File: src/mfh_pkg.sv
// Package: payload, command and configuration types shared by the median filter.
package mfh_pkg;

  localparam int CHAN_W   = 3;
  localparam int SAMPLE_W = 12;
  localparam int LEVEL_W  = 9;
  localparam int SLOT_W   = 5;
  localparam int REM_W    = 3;

  localparam logic [3:0] HYST_HIGH_RESET = 4'd6;
  localparam logic [2:0] HYST_LOW_RESET  = 3'd1;

  typedef struct packed {
    logic                opcode;
    logic [CHAN_W-1:0]   chan_sel;
    logic [SAMPLE_W-1:0] sample_in;
    logic                end_of_scan;
  } in_item_t;

  typedef struct packed {
    logic [CHAN_W-1:0]  chan_out;
    logic [LEVEL_W-1:0] level_out;
    logic               last_out;
  } out_item_t;

  typedef struct packed {
    logic                is_filter;
    logic                write;
    logic [CHAN_W-1:0]   chan;
    logic [SLOT_W-1:0]   slot;
    logic [SAMPLE_W-1:0] sample;
  } cmd_t;

  typedef struct packed {
    logic [3:0] hyst_high;
    logic [2:0] hyst_low;
  } cfg_t;

  localparam logic OP_STORE  = 1'b0;
  localparam logic OP_FILTER = 1'b1;

endpackage

File: src/mfh_ram.sv
// Generic single-write, single-read RAM with registered read data.
module mfh_ram #(
  parameter int WIDTH = 12,
  parameter int DEPTH = 16
) (
  input  logic                     clk,
  input  logic                     we,
  input  logic [$clog2(DEPTH)-1:0] waddr,
  input  logic [WIDTH-1:0]         wdata,
  input  logic [$clog2(DEPTH)-1:0] raddr,
  output logic [WIDTH-1:0]         rdata
);

  logic [WIDTH-1:0] mem [DEPTH];

  always_ff @(posedge clk) begin
    if (we) begin
      mem[waddr] <= wdata;
    end
    rdata <= mem[raddr];
  end

endmodule

File: src/mfh_front.sv
// Front end: accepts input items, tracks the shared write slot, issues commands.
module mfh_front import mfh_pkg::*; #(
  parameter int CHANNELS = 2,
  parameter int WINDOW   = 8
) (
  input  logic     clk,
  input  logic     rst,
  input  logic     req_valid,
  output logic     req_ready,
  input  in_item_t req,
  input  logic     q_full,
  output logic     q_push,
  output cmd_t     q_cmd
);

  localparam int IW = (WINDOW > 1) ? $clog2(WINDOW) : 1;

  logic [IW-1:0] write_slot;
  logic [IW-1:0] write_slot_next;

  assign req_ready = !q_full;
  assign q_push    = req_valid && !q_full;

  always_comb begin
    q_cmd.is_filter = (req.opcode == OP_FILTER);
    q_cmd.write     = (req.opcode == OP_STORE) &&
                      ({1'b0, req.chan_sel} < (CHAN_W+1)'(CHANNELS));
    q_cmd.chan      = req.chan_sel;
    q_cmd.slot      = SLOT_W'(write_slot);
    q_cmd.sample    = req.sample_in;
  end

  always_comb begin
    write_slot_next = write_slot;
    if (q_push && req.opcode == OP_STORE && req.end_of_scan) begin
      if (write_slot == IW'(WINDOW - 1)) begin
        write_slot_next = '0;
      end else begin
        write_slot_next = write_slot + IW'(1);
      end
    end
  end

  always_ff @(posedge clk) begin
    if (rst) begin
      write_slot <= '0;
    end else begin
      write_slot <= write_slot_next;
    end
  end

endmodule

File: src/mfh_queue.sv
// Short command queue between the front end and the filter engine.
module mfh_queue import mfh_pkg::*; #(
  parameter int DEPTH = 4
) (
  input  logic clk,
  input  logic rst,
  input  logic push,
  input  cmd_t push_cmd,
  output logic full,
  input  logic pop,
  output logic ready_out,
  output cmd_t head
);

  localparam int PW = (DEPTH > 1) ? $clog2(DEPTH) : 1;
  localparam int NW = $clog2(DEPTH + 1);

  cmd_t          entries [DEPTH];
  logic [PW-1:0] wr_ptr;
  logic [PW-1:0] rd_ptr;
  logic [NW-1:0] count;
  logic          do_push;
  logic          do_pop;

  assign full      = (count == NW'(DEPTH));
  assign ready_out = (count != '0);
  assign head      = entries[rd_ptr];
  assign do_push   = push && !full;
  assign do_pop    = pop && ready_out;

  always_ff @(posedge clk) begin
    if (do_push) begin
      entries[wr_ptr] <= push_cmd;
    end
  end

  always_ff @(posedge clk) begin
    if (rst) begin
      wr_ptr <= '0;
      rd_ptr <= '0;
      count  <= '0;
    end else begin
      if (do_push) begin
        wr_ptr <= (wr_ptr == PW'(DEPTH - 1)) ? '0 : wr_ptr + PW'(1);
      end
      if (do_pop) begin
        rd_ptr <= (rd_ptr == PW'(DEPTH - 1)) ? '0 : rd_ptr + PW'(1);
      end
      unique case ({do_push, do_pop})
        2'b10:   count <= count + NW'(1);
        2'b01:   count <= count - NW'(1);
        default: count <= count;
      endcase
    end
  end

endmodule

File: src/mfh_back.sv
// Filter engine: sample store, rank-based median search, hysteresis and result register.
module mfh_back import mfh_pkg::*; #(
  parameter int CHANNELS = 2,
  parameter int WINDOW   = 8
) (
  input  logic      clk,
  input  logic      rst,
  input  cfg_t      cfg,
  input  logic      q_ready,
  input  cmd_t      q_head,
  output logic      q_pop,
  output logic      rsp_valid,
  input  logic      rsp_ready,
  output out_item_t rsp
);

  localparam int IW    = (WINDOW > 1) ? $clog2(WINDOW) : 1;
  localparam int CW    = (CHANNELS > 1) ? $clog2(CHANNELS) : 1;
  localparam int AW    = CW + IW;
  localparam int DEPTH = 1 << AW;
  localparam int NW    = $clog2(WINDOW + 1) + 1;
  localparam logic [NW-1:0] MED_RANK = NW'(WINDOW / 2);

  localparam logic [2:0] S_IDLE  = 3'd0;
  localparam logic [2:0] S_CAND  = 3'd1;
  localparam logic [2:0] S_CANDW = 3'd2;
  localparam logic [2:0] S_SWEEP = 3'd3;
  localparam logic [2:0] S_CHECK = 3'd4;
  localparam logic [2:0] S_EMIT  = 3'd5;

  logic [2:0]          state;
  logic [2:0]          state_next;
  logic [CW-1:0]       chan;
  logic [IW-1:0]       cand_idx;
  logic [IW-1:0]       sweep_idx;
  logic [SAMPLE_W-1:0] cand;
  logic [NW-1:0]       n_less;
  logic [NW-1:0]       n_equal;
  logic [LEVEL_W-1:0]  held [CHANNELS];
  logic [DEPTH-1:0]    vld;
  logic                rd_vld;
  logic [SAMPLE_W-1:0] ram_rdata;
  logic [SAMPLE_W-1:0] rd_sample;
  logic [AW-1:0]       raddr;
  logic [AW-1:0]       waddr;
  logic                we;
  logic                found;
  logic [LEVEL_W-1:0]  med_level;
  logic [REM_W-1:0]    med_rem;
  logic [LEVEL_W-1:0]  held_cur;
  logic [LEVEL_W-1:0]  held_new;
  logic                emit_go;

  assign waddr     = {q_head.chan[CW-1:0], q_head.slot[IW-1:0]};
  assign we        = (state == S_IDLE) && q_ready && !q_head.is_filter && q_head.write;
  assign rd_sample = rd_vld ? ram_rdata : '0;
  assign found     = (n_less <= MED_RANK) && (MED_RANK < n_less + n_equal);
  assign med_level = cand[SAMPLE_W-1:REM_W];
  assign med_rem   = cand[REM_W-1:0];
  assign held_cur  = held[chan];
  assign emit_go   = (state == S_EMIT) && (!rsp_valid || rsp_ready);
  assign q_pop     = (state == S_IDLE) && q_ready;

  always_comb begin
    unique case (state)
      S_CAND:  raddr = {chan, cand_idx};
      S_CANDW: raddr = {chan, IW'(0)};
      default: raddr = {chan, sweep_idx + IW'(1)};
    endcase
  end

  always_comb begin
    priority if (held_cur > med_level && {1'b0, med_rem} < cfg.hyst_high) begin
      held_new = med_level;
    end else if (held_cur < med_level && med_rem > cfg.hyst_low) begin
      held_new = med_level;
    end else begin
      held_new = held_cur;
    end
  end

  always_comb begin
    state_next = state;
    unique case (state)
      S_IDLE:  if (q_ready && q_head.is_filter) state_next = S_CAND;
      S_CAND:  state_next = S_CANDW;
      S_CANDW: state_next = S_SWEEP;
      S_SWEEP: if (sweep_idx == IW'(WINDOW - 1)) state_next = S_CHECK;
      S_CHECK: state_next = found ? S_EMIT : S_CAND;
      S_EMIT:  if (emit_go) state_next = (chan == CW'(CHANNELS - 1)) ? S_IDLE : S_CAND;
      default: state_next = S_IDLE;
    endcase
  end

  mfh_ram #(
    .WIDTH (SAMPLE_W),
    .DEPTH (DEPTH)
  ) u_store (
    .clk   (clk),
    .we    (we),
    .waddr (waddr),
    .wdata (q_head.sample),
    .raddr (raddr),
    .rdata (ram_rdata)
  );

  always_ff @(posedge clk) begin
    if (rst) begin
      vld    <= '0;
      rd_vld <= 1'b0;
    end else begin
      if (we) begin
        vld[waddr] <= 1'b1;
      end
      rd_vld <= vld[raddr];
    end
  end

  always_ff @(posedge clk) begin
    if (rst) begin
      rsp_valid <= 1'b0;
    end else if (emit_go) begin
      rsp_valid <= 1'b1;
    end else if (rsp_ready) begin
      rsp_valid <= 1'b0;
    end
  end

  always_ff @(posedge clk) begin
    if (rst) begin
      state     <= S_IDLE;
      chan      <= '0;
      cand_idx  <= '0;
      sweep_idx <= '0;
      n_less    <= '0;
      n_equal   <= '0;
      for (int c = 0; c < CHANNELS; c++) begin
        held[c] <= '0;
      end
    end else begin
      state <= state_next;
      unique case (state)
        S_IDLE: begin
          chan     <= '0;
          cand_idx <= '0;
        end
        S_CANDW: begin
          cand      <= rd_sample;
          sweep_idx <= '0;
          n_less    <= '0;
          n_equal   <= '0;
        end
        S_SWEEP: begin
          if (rd_sample < cand) begin
            n_less <= n_less + NW'(1);
          end
          if (rd_sample == cand) begin
            n_equal <= n_equal + NW'(1);
          end
          sweep_idx <= sweep_idx + IW'(1);
        end
        S_CHECK: begin
          if (!found) begin
            cand_idx <= cand_idx + IW'(1);
          end
        end
        S_EMIT: begin
          if (emit_go) begin
            held[chan]    <= held_new;
            rsp.chan_out  <= CHAN_W'(chan);
            rsp.level_out <= held_new;
            rsp.last_out  <= (chan == CW'(CHANNELS - 1));
            chan          <= chan + CW'(1);
            cand_idx      <= '0;
          end
        end
        default: begin
        end
      endcase
    end
  end

endmodule

File: src/median_filter_with_hysteresis_top.sv
// Top level: register port, front end, command queue and filter engine.
//
//   channel  kind            accepted when
//   req      valid/ready     req_valid && req_ready
//   rsp      valid/ready     rsp_valid && rsp_ready
//   cfg      APB write       psel && penable && pwrite (pready tied high)
//
// A store is written as the engine pops it while idle. A filter request is popped
// and, per channel, each candidate sample is ranked by a sweep of the single read
// port of the sample RAM, stopping at the median.
// The four-entry command queue lets the front keep taking items during a filter.
// Reset clears the write slot, held levels and sample valid bits at once.
// A result waiting in the output register stalls the engine only at its next emit.
module median_filter_with_hysteresis_top import mfh_pkg::*; #(
  parameter int CHANNELS = 2,
  parameter int WINDOW   = 8
) (
  input  logic        clk,
  input  logic        rst,
  input  logic        req_valid,
  output logic        req_ready,
  input  in_item_t    req,
  output logic        rsp_valid,
  input  logic        rsp_ready,
  output out_item_t   rsp,
  input  logic        psel,
  input  logic        penable,
  input  logic        pwrite,
  input  logic [2:0]  paddr,
  input  logic [31:0] pwdata,
  output logic [31:0] prdata,
  output logic        pready
);

  localparam logic REG_HYST_HIGH = 1'b0;
  localparam logic REG_HYST_LOW  = 1'b1;

  cfg_t cfg;
  logic q_full;
  logic q_push;
  cmd_t q_cmd;
  logic q_pop;
  logic q_ready;
  cmd_t q_head;

  assign pready = 1'b1;

  always_comb begin
    unique case (paddr[2])
      REG_HYST_HIGH: prdata = {28'd0, cfg.hyst_high};
      REG_HYST_LOW:  prdata = {29'd0, cfg.hyst_low};
      default:       prdata = '0;
    endcase
  end

  always_ff @(posedge clk) begin
    if (rst) begin
      cfg.hyst_high <= HYST_HIGH_RESET;
      cfg.hyst_low  <= HYST_LOW_RESET;
    end else if (psel && penable && pwrite && pready) begin
      unique case (paddr[2])
        REG_HYST_HIGH: cfg.hyst_high <= pwdata[3:0];
        REG_HYST_LOW:  cfg.hyst_low  <= pwdata[2:0];
        default: begin
        end
      endcase
    end
  end

  mfh_front #(
    .CHANNELS (CHANNELS),
    .WINDOW   (WINDOW)
  ) u_front (
    .clk       (clk),
    .rst       (rst),
    .req_valid (req_valid),
    .req_ready (req_ready),
    .req       (req),
    .q_full    (q_full),
    .q_push    (q_push),
    .q_cmd     (q_cmd)
  );

  mfh_queue #(
    .DEPTH (4)
  ) u_queue (
    .clk       (clk),
    .rst       (rst),
    .push      (q_push),
    .push_cmd  (q_cmd),
    .full      (q_full),
    .pop       (q_pop),
    .ready_out (q_ready),
    .head      (q_head)
  );

  mfh_back #(
    .CHANNELS (CHANNELS),
    .WINDOW   (WINDOW)
  ) u_back (
    .clk       (clk),
    .rst       (rst),
    .cfg       (cfg),
    .q_ready   (q_ready),
    .q_head    (q_head),
    .q_pop     (q_pop),
    .rsp_valid (rsp_valid),
    .rsp_ready (rsp_ready),
    .rsp       (rsp)
  );

endmodule

File: config.mk
export PLATFORM = sky130hd
export DESIGN_NAME = median_filter_with_hysteresis_top
export DESIGN_NICKNAME = d
export VERILOG_FILES = /design/src/mfh_pkg.sv /design/src/mfh_ram.sv /design/src/mfh_front.sv /design/src/mfh_queue.sv /design/src/mfh_back.sv /design/src/median_filter_with_hysteresis_top.sv
export SDC_FILE = /design/constraint.sdc
export NUM_CORES = 1
export LEC_CHECK = 0
export ABC_CLOCK_PERIOD_IN_PS = 4120
export BUFFER_PORTS_ARGS = -buffer_cell sky130_fd_sc_hd__buf_2
export CORE_MARGIN = 10
export CORE_UTILIZATION = 40
export DETAILED_ROUTE_END_ITERATION = 6
export GPL_ROUTABILITY_DRIVEN = 0
export PLACE_DENSITY_LB_ADDON = 0.12
export SETUP_SLACK_MARGIN = 0.15
export SYNTH_ARGS = -nofsm -noshare
export SYNTH_HDL_FRONTEND = slang
export SYNTH_HIERARCHICAL = 1
export SYNTH_SLANG_ARGS = --single-unit
File: constraint.sdc
create_clock -name clk -period 4.12 [get_ports clk]
set_input_delay 0.206 -clock clk [delete_from_list [all_inputs] [get_ports clk]]
set_output_delay 0.206 -clock clk [all_outputs]
set_load 0.03 [all_outputs]
==> results.sh <==
export IMPL_globalRouteOverflowTotal=0
export IMPL_cts_path_max_buffers=3
export IMPL_hold_viol_final=0
export IMPL_sequentialPowerShare=0.439
export IMPL_clock_skew_ns=0.02272
export IMPL_slew_violations=0
export IMPL_die_area_um2=48580
export IMPL_wire_per_inst_um=19.17
export IMPL_path_common_cell="a31oi_1"
export IMPL_r2r_setup_slack_ns=0.95
export IMPL_slowest_stage="dfxtp_1"
export IMPL_syn_inst=1036
export IMPL_peakVddDrop_mv=0.3535
export IMPL_post_place_ws_ns=0.9720
export IMPL_cts_sinks=374
export IMPL_worstSetupPathType="reg2reg"
export IMPL_start_util=0.4044
export IMPL_p_total_mw=10.78
export IMPL_num_vias=8606
export IMPL_crit_buf_inv=0
export IMPL_synth_avg_cell_area_um2=15.51
export IMPL_maxSlewHeadroom=0.3149
export IMPL_pwr_share_comb=0.235
export IMPL_grt_pass1_vias=8834
export IMPL_rsz0062_at_grt="no"
export IMPL_ys_warn_count=6
export IMPL_switching_power_mw=3.049
export IMPL_wl_um=32050
export IMPL_grt_pass1_wl_um=50670
export IMPL_setup_slack_ns=0.9533
export IMPL_htreeDepth=2
export IMPL_crit_arrival_ns=3.54
export IMPL_setup_viol=0
export IMPL_crit_fanout=9
export IMPL_fp_dieH_um=220.4
export IMPL_maxCapViolCount=0
export IMPL_tns_ns=0
export IMPL_coreArea_um2=39730
export IMPL_first_iter_violations=481
export IMPL_clock_fmax_mhz=315.8
export IMPL_insertion_delay_ns=0.56
export IMPL_cts_root_buf="clkbuf_16"
export IMPL_diodes=0
export IMPL_slowest_delay_ns=0.63
export IMPL_netlist_area_um2=16070
export IMPL_leakagePower_nw=6.410
export IMPL_critPathLaunchType="flip-flop"
export IMPL_cp_top_family="compound AO/OA/AOI/OAI gates"
export IMPL_drc=0
export IMPL_power_frac_clock=0.327
export IMPL_num_rows=73
export IMPL_end_kind="flip-flop"
export IMPL_die_w_um=220.4
export IMPL_cts_buffers=42
export IMPL_p_per_area_nw_per_um2=590.7
export IMPL_fin_crit_sh=0.7686
export IMPL_firstDrtPassIters=4
export IMPL_p_int_mw=7.729
export IMPL_required_ns=4.50
export IMPL_drt_vias_per_instance=5.147
export IMPL_layout_min_cycle_time_ns=3.167
export IMPL_syn_to_final_growth_pct=13.58
export IMPL_drtAntennaViolNets=0
export IMPL_path_cells="mux2_2 > ha_1 > nor2b_1 > o2111ai_1 > a31oi_1 > o211ai_1 > a31oi_1 > a211oi_1"
export IMPL_layout_drive_gt1_share=0.1970
export IMPL_grt_start_max_net_pins=66
export IMPL_hp_class="in2reg"
export IMPL_outcome="finished, final reports clean"
export IMPL_fill_cells=3504
export IMPL_port_buffers=45
export IMPL_cts_reportedPaths_clkPinSlew_ns=0.06
export IMPL_ioPinCount=107
export IMPL_tightest_slew_ns=1.022
export IMPL_swShare=0.2829
export IMPL_final_nets=1219
export IMPL_grt_use_total=0.1349
export IMPL_hpwl_um=20610
export IMPL_post_cts_buffers=0
export IMPL_antenna_found_initial=0
export IMPL_cts_tree="yes"
[power groups by stage]
stage | clock network, mW | registers [mW] | logic [mW]
2_1_floorplan | 0 | 4.74 | 2.06
3_3_place_gp | 0 | 4.81 | 2.56
3_5_place_dp | 0 | 4.81 | 2.58
4_1_cts | 3.64 | 4.74 | 2.60
5_1_grt | 3.79 | 4.75 | 2.80
6_report | 3.52 | 4.73 | 2.53
[what timing repair did]
action / in CTS / in global routing
resized for setup: 0 / 0
hold buffers: 20 / 0
hold endpoints to repair: 67 / 0
[worst min-delay path, cell delays in order]
cell,delay [ns]
buf_2,0.07
nand2b_1,0.20
a21oi_1,0.10
[layout make-up]
cell class                 instances  area [um2]  share of cell area
multi-input combinational        566        4965              0.2721
tap                              525       656.9             0.03600
clock buffer                      56        1165             0.06383
sequential                       374       10530              0.5770
timing repair buffer              93       635.6             0.03483
clock inverter                    21       157.7            0.008639
inverter                          37       138.9            0.007611
[per-stage QoR]
| stage | instance area (um2) | utilization | cells | hold WS [ns] |
|---|---|---|---|---|
| floorplan | 16170 | - | 1064 | 0.3607 |
| global placement | 16730 | 0.4210 | 1575 | 0.4213 |
| detailed placement | 16730 | 0.4210 | 1575 | 0.4226 |
| CTS | 18250 | 0.4593 | 1672 | 0.04283 |
| global route | 18250 | 0.4593 | 1672 | 0.1018 |
| finish | 18250 | 0.4593 | 1672 | 0.08343 |
[layout by cell type (no fill, tap or decap), drive strengths merged, types with 9 or more instances in the layout]
cell,instances
edfxtp,304
buf,73
dfxtp,70
nor2,69
mux4,67
clkbuf,56
ha,44
inv,37
a21oi,37
nor3,34
nand2,33
conb,31
a22oi,25
mux2i,22
nand2b,22
dlygate4sd3,20
clkinv,17
and2,15
a31oi,13
mux2,13
nor2b,12
nand3,11
o21ai,11
nand4,10
nor4,9
[final timing paths]
check	start	endpoint	cells after the start
worst max-delay path	flip-flop	u_back/held[1][0]	8
worst min-delay path	rsp_ready	u_back/rsp_valid	3
worst max register to register	flip-flop	u_back/held[1][0]	8
worst min register to register	u_back/sweep_idx[2]	u_back/sweep_idx[2]	2
[state kept, by name, summed over array words and instances (netlist names), 5 cells and up, named ones only]
register	cells
u_back/n_less	5
u_back/rsp	10
u_back/held	18
u_back/n_equal	5
cfg	7
u_back/u_store/mem	192
u_back/cand	12
u_queue/entries	72
u_back/u_store/rdata	12
u_back/vld	16
[per-layer routing]
| layer | global-route usage | share of wire | vias to the layer above | wire, um |
|---|---|---|---|---|
| met4 | 0.05341 | 0.029 | 0 | 939 |
| met5 | 0 | 0 | - | 0 |
| met1 | 0.1741 | 0.44 | 4298 | 14240 |
| met2 | 0.2213 | 0.48 | 154 | 15430 |
| li1 | - | - | 4100 | - |
| met3 | 0.02554 | 0.045 | 54 | 1439 |
Power figures use the tool's default switching activity.
